$ cat config.mk
export PLATFORM = sky130hd
export DESIGN_NAME = csa_id_codec
export DESIGN_NICKNAME = d
export VERILOG_FILES = /design/src/rtl/core/csa_pkg.sv /design/src/rtl/core/csa_id_codec.sv
export SDC_FILE = /design/constraint.sdc
export NUM_CORES = 2
export LEC_CHECK = 0
export BUFFER_PORTS_ARGS = -buffer_cell sky130_fd_sc_hd__buf_2
export CORE_ASPECT_RATIO = 0.75
export CORE_MARGIN = 2
export CORE_UTILIZATION = 59
export DETAILED_ROUTE_END_ITERATION = 12
export PLACE_DENSITY = 0.77
export SYNTH_ARGS = -nofsm -noshare
export SYNTH_HDL_FRONTEND = slang
export SYNTH_SLANG_ARGS = --single-unit
$ cat constraint.sdc
create_clock -name clk -period 9.3 [get_ports clk]
set_input_delay 0.465 -clock clk [delete_from_list [all_inputs] [get_ports clk]]
set_output_delay 0.465 -clock clk [all_outputs]
set_load 0.05 [all_outputs]
$ cat src/rtl/core/csa_pkg.sv
// ----------------------------------------------------------------------------
// csa_pkg
// Shared types and constants of the capability slot allocator.
// ----------------------------------------------------------------------------
package csa_pkg;

    localparam int CAP_W = 11;

    localparam logic [1:0] OP_ALLOC  = 2'd0;
    localparam logic [1:0] OP_DELETE = 2'd1;
    localparam logic [1:0] OP_LOOKUP = 2'd2;

    localparam logic [1:0] REG_CAP_LIMIT = 2'd0;
    localparam logic [1:0] REG_ID_MULT   = 2'd1;
    localparam logic [1:0] REG_ID_INV    = 2'd2;
    localparam logic [1:0] REG_ID_BASE   = 2'd3;

    typedef enum logic [2:0] {
        STS_OK          = 3'd0,
        STS_INVALID_ID  = 3'd1,
        STS_NULL_CAP    = 3'd2,
        STS_WRONG_TYPE  = 3'd3,
        STS_NO_RIGHTS   = 3'd4,
        STS_FULL        = 3'd5
    } status_t;

    typedef struct packed {
        logic [1:0]  operation;
        logic [63:0] cap_id;
        logic [63:0] object_handle;
        logic [3:0]  object_type;
        logic        any_type;
        logic [31:0] rights;
    } req_t;

    typedef struct packed {
        logic [2:0]       status;
        logic [63:0]      issued_cap_id;
        logic [63:0]      found_handle;
        logic [3:0]       found_type;
        logic [CAP_W-1:0] caps_in_use;
    } rsp_t;

    typedef struct packed {
        logic [63:0] handle;
        logic [3:0]  kind;
        logic [31:0] rights;
    } entry_t;

endpackage

$ cat src/rtl/core/csa_id_codec.sv
// ----------------------------------------------------------------------------
// csa_id_codec
// Two-stage id decoder: unscramble by xor, multiply by the reciprocal, range check.
// ----------------------------------------------------------------------------
module csa_id_codec #(
    parameter int TABLE_COUNT      = 16,
    parameter int SLOTS_PER_TABLE  = 64,
    parameter int LOWER_INDEX_BITS = 8,
    parameter int TBL_W            = 4,
    parameter int SLOT_W           = 6
) (
    input  logic              clk,
    input  logic              load,
    input  logic              mul_en,
    input  logic [63:0]       cap_id,
    input  logic [63:0]       id_base,
    input  logic [32:0]       id_inverse,
    output logic              dec_ok,
    output logic [TBL_W-1:0]  dec_tbl,
    output logic [SLOT_W-1:0] dec_slot
);
    import csa_pkg::*;

    logic [31:0] r_lo_reg;
    logic        r_ok_reg;
    logic [32:0] inv_reg;
    logic [63:0] prod_reg;
    logic [31:0] hi_reg;
    logic        ok2_reg;
    logic [63:0] r;
    logic [31:0] sum_hi;
    logic [31:0] v32;
    logic [31:0] up32;
    logic [31:0] lo32;

    assign r = cap_id ^ id_base;

    always_ff @(posedge clk)
    begin
        if (load)
        begin
            r_lo_reg <= r[31:0];
            r_ok_reg <= (r[63:32] == 32'd0);
            inv_reg  <= id_inverse;
        end
        if (mul_en)
        begin
            prod_reg <= 64'(r_lo_reg) * 64'(inv_reg[31:0]);
            hi_reg   <= inv_reg[32] ? r_lo_reg : 32'd0;
            ok2_reg  <= r_ok_reg;
        end
    end

    // top bit of the reciprocal adds r shifted up by 32, wraps at 2^64
    assign sum_hi = prod_reg[63:32] + hi_reg;
    assign v32    = {16'd0, sum_hi[15:0]};
    assign up32   = v32 >> LOWER_INDEX_BITS;
    assign lo32   = v32 & ((32'd1 << LOWER_INDEX_BITS) - 32'd1);

    assign dec_ok   = ok2_reg && (sum_hi[31:16] == 16'd0)
                      && (up32 < 32'(TABLE_COUNT)) && (lo32 < 32'(SLOTS_PER_TABLE));
    assign dec_tbl  = up32[TBL_W-1:0];
    assign dec_slot = lo32[SLOT_W-1:0];

endmodule

==> reports/metrics.yaml <==
setup_path:
  worst-path-max-fanout: 18
  cp-start-kind: "flop"
  cp.required_ns: 9.53
  worstReg2RegStart: "r_lo_reg[17]$_DFFE_PP_"
  worst_ep_arrival_time_ns: 9.11
  rr_endpoint: "prod_reg[59]$_DFFE_PP_"
  rr_worst_depth: 22
  startpoint: "r_lo_reg[17]$_DFFE_PP_"
  end_kind: "flop"
  rrSetupSlack_ns: 0.43
  criticalPathCategory: "flop to flop"
timing:
  hold_viol: 0
  finalSetupViolCount: 0
  worstMarginPinSlew_ns: 1.34
  fin_skew_ns: 0.0278
  fin_worst_hold_slack_ns: 0.118
  slew_headroom_pct: 10.9
  max_freq_ghz: 0.113
  period_needed_ns: 8.87
  report.final.slew_viol_count: 0
  setup-tns-final_ns: 0
  period_share_pct: 95.4
  rsz0062_at_grt: "false"
synthesis:
  ys_warn_count: 0
  synth_mux_area_share_pct: 0.156
  synth_edf_count: 131
  synth_cells: 4119
  synth_area_mm2: 0.0394
  yosys-top-cells-count: "896 x fa_1, 878 x inv_1, 643 x and2_1"
  yosys.area_share.xor_xnor_pct: 2.62
  synth-seq-cells: 131
  ys.flop_type: "edfxtp_1"
  syn_nets: 5470
  netlist.area_leader.share_pct: 45.6
  avgSynthCellArea_um2: 9.56
  yosys.area.top_type: "fa_1"
  synth_most_common_cell: "fa_1"
  async_reset_ff_share_pct: 0
  yosysSeqAreaShare_pct: 9.99
  synth-adder-area-share_pct: 54.8
  synthSimpleGateAreaFrac_pct: 17.1
  ys_types: 71
  synth_top_family_by_area: "adder cells"
  synth_area_leaders: "fa_1 46%, and2_1 10%, edfxtp_1 10%, ha_1 9.2%, inv_1 8.4%"
  synth-compound-area-share_pct: 4.80
clock_tree:
  cts_root_buf: "clkbuf_16"
  clk_pin_slew_ns: 0.09
  cts_buffer_depth: 2
  worstSkewPairLatency_ns: 0.52
  cts_hold_buf: 0
  cts_num_sinks: 131
  cts_resized: 0
  cts_tree: "built"
  cts_setup_buffers: 0
  cts_buffers: 17
  cts_max_level: 4
floorplanning:
  num_rows: 81
  core_area_mm2: 0.0656
  ioPinCount: 175
  dieArea_mm2: 0.0688
  die_w_um: 302
  start_util_pct: 60.0
  die-height_um: 228
place:
  numPortBuffers: 174
  hpwl_um: 91300
  dpl.cell_count: 5050
  place_congestion: 0.982
  place_area_mm2: 0.0413
layout:
  final_area_mm2: 0.0420
  final_cells: 5087
  nFillCells: 5280
  largest_reg_flops: 33
  area_growth_pct: 6.59
  final_net_count: 5549
  drive_gt1_share_pct: 7.48
routing:
  viasPerCell: 5.70
  drt-initial-drc-count: 3044
  wirelength_um: 115000
  ant_nets: 0
  dr.pass1.iters: 6
  wire_per_inst_um: 22.6
  drc: 0
  vias: 29013
global_route:
  grt_util_all_layers_pct: 35.0
  grt_pass1_wl_um: 179000
  grt_antenna_before_repair: 2
  grt_max_degree: 67
  grt_pass1_vias: 30385
  grt_remaining_overflow: 0
outcome:
  outcome: "completed"
job:
  maxCapViolCount: 0
hold_path:
  hold_depth: 1
  whs_endpoint: "inv_reg[26]$_DFFE_PP_"
  hold_class: "primary input to flop"
  hp-start: "id_inverse[26]"
-- cells in the final DEF, fill, tap and decap left out, drive strengths merged, types with 49 or more instances in the layout --
| cell type | instances |
|---|---|
| fa | 896 |
| inv | 886 |
| and2 | 644 |
| nand2 | 482 |
| ha | 291 |
| buf | 273 |
| edfxtp | 131 |
| a21oi | 99 |
| xor2 | 79 |
| nor2 | 56 |
| o21ai | 49 |
-- per-layer routing --
layer / track usage (%) / up-vias / wire (µm)
li1: - / 12453 / -
met5: 0 / - / 18
met3: 21.2 / 209 / 21700
met1: 50.6 / 14289 / 47300
met4: 7.98 / 2 / 2760
met2: 44.4 / 2060 / 43400
-- logic make-up (layout without fill, tap and decap cells) --
| group | count (synthesis) | after routing |
|---|---|---|
| and+or+nand+nor | 1295 | 1295 |
| adders and majority gates | 1187 | 1187 |
| buffers and inverters | 1091 | 1183 |
| AOI/OAI and AO/OA | 291 | 291 |
| DFF | 131 | 131 |
| xor gates and xnor gates | 118 | 118 |
| muxes | 6 | 6 |
| other | 0 | 5 |
-- how the worst max path moves through the flow --
stage,cells past startpoint,endpoint
finish,22,prod_reg[59]$_DFFE_PP_
global route,26,prod_reg[60]$_DFFE_PP_
CTS,24,prod_reg[59]$_DFFE_PP_
detailed placement,22,prod_reg[59]$_DFFE_PP_
global placement,24,prod_reg[61]$_DFFE_PP_
floorplan,26,prod_reg[60]$_DFFE_PP_
-- worst max-delay path: stages, from the launching register on --
cell       delay (ns)
edfxtp_1         1.08
buf_4            0.29
and2_1           0.14
fa_1             0.45
fa_1             0.57
inv_1            0.06
fa_1             0.50
fa_1             0.52
inv_1            0.06
fa_1             0.53
fa_1             0.45
fa_1             0.45
fa_1             0.42
ha_1             0.39
a21oi_1          0.24
o21ai_0          0.21
a2111oi_0        0.56
nor3_1           0.25
o31ai_1          0.47
a21oi_1          0.18
nor3_1           0.39
o21ai_0          0.17
xnor2_1          0.18
-- area by class of cell --
class | count | area [µm²] | area share [%]
Sequential cell | 131 | 3930 | 9.37
Timing Repair Buffer | 273 | 1680 | 4.00
Tap cell | 871 | 1090 | 2.60
Antenna cell | 5 | 12.5 | 0.0298
Inverter | 878 | 3300 | 7.85
Clock inverter | 15 | 218 | 0.519
Multi-Input combinational cell | 2897 | 31300 | 74.6
Clock buffer | 17 | 425 | 1.01
-- stage by stage --
stage | utilization (%) | worst slack, ns
after global placement | 63.0 | 0.704
after CTS | 64.0 | 0.614
after detailed placement | 63.0 | 0.636
final | 64.0 | 0.428
after floorplan | - | 2.06
after global routing | 64.0 | 0.163
Power is left out: the tool's default activity adds up to more than one toggle a clock period on the data nets, which glitch-free logic cannot reach.
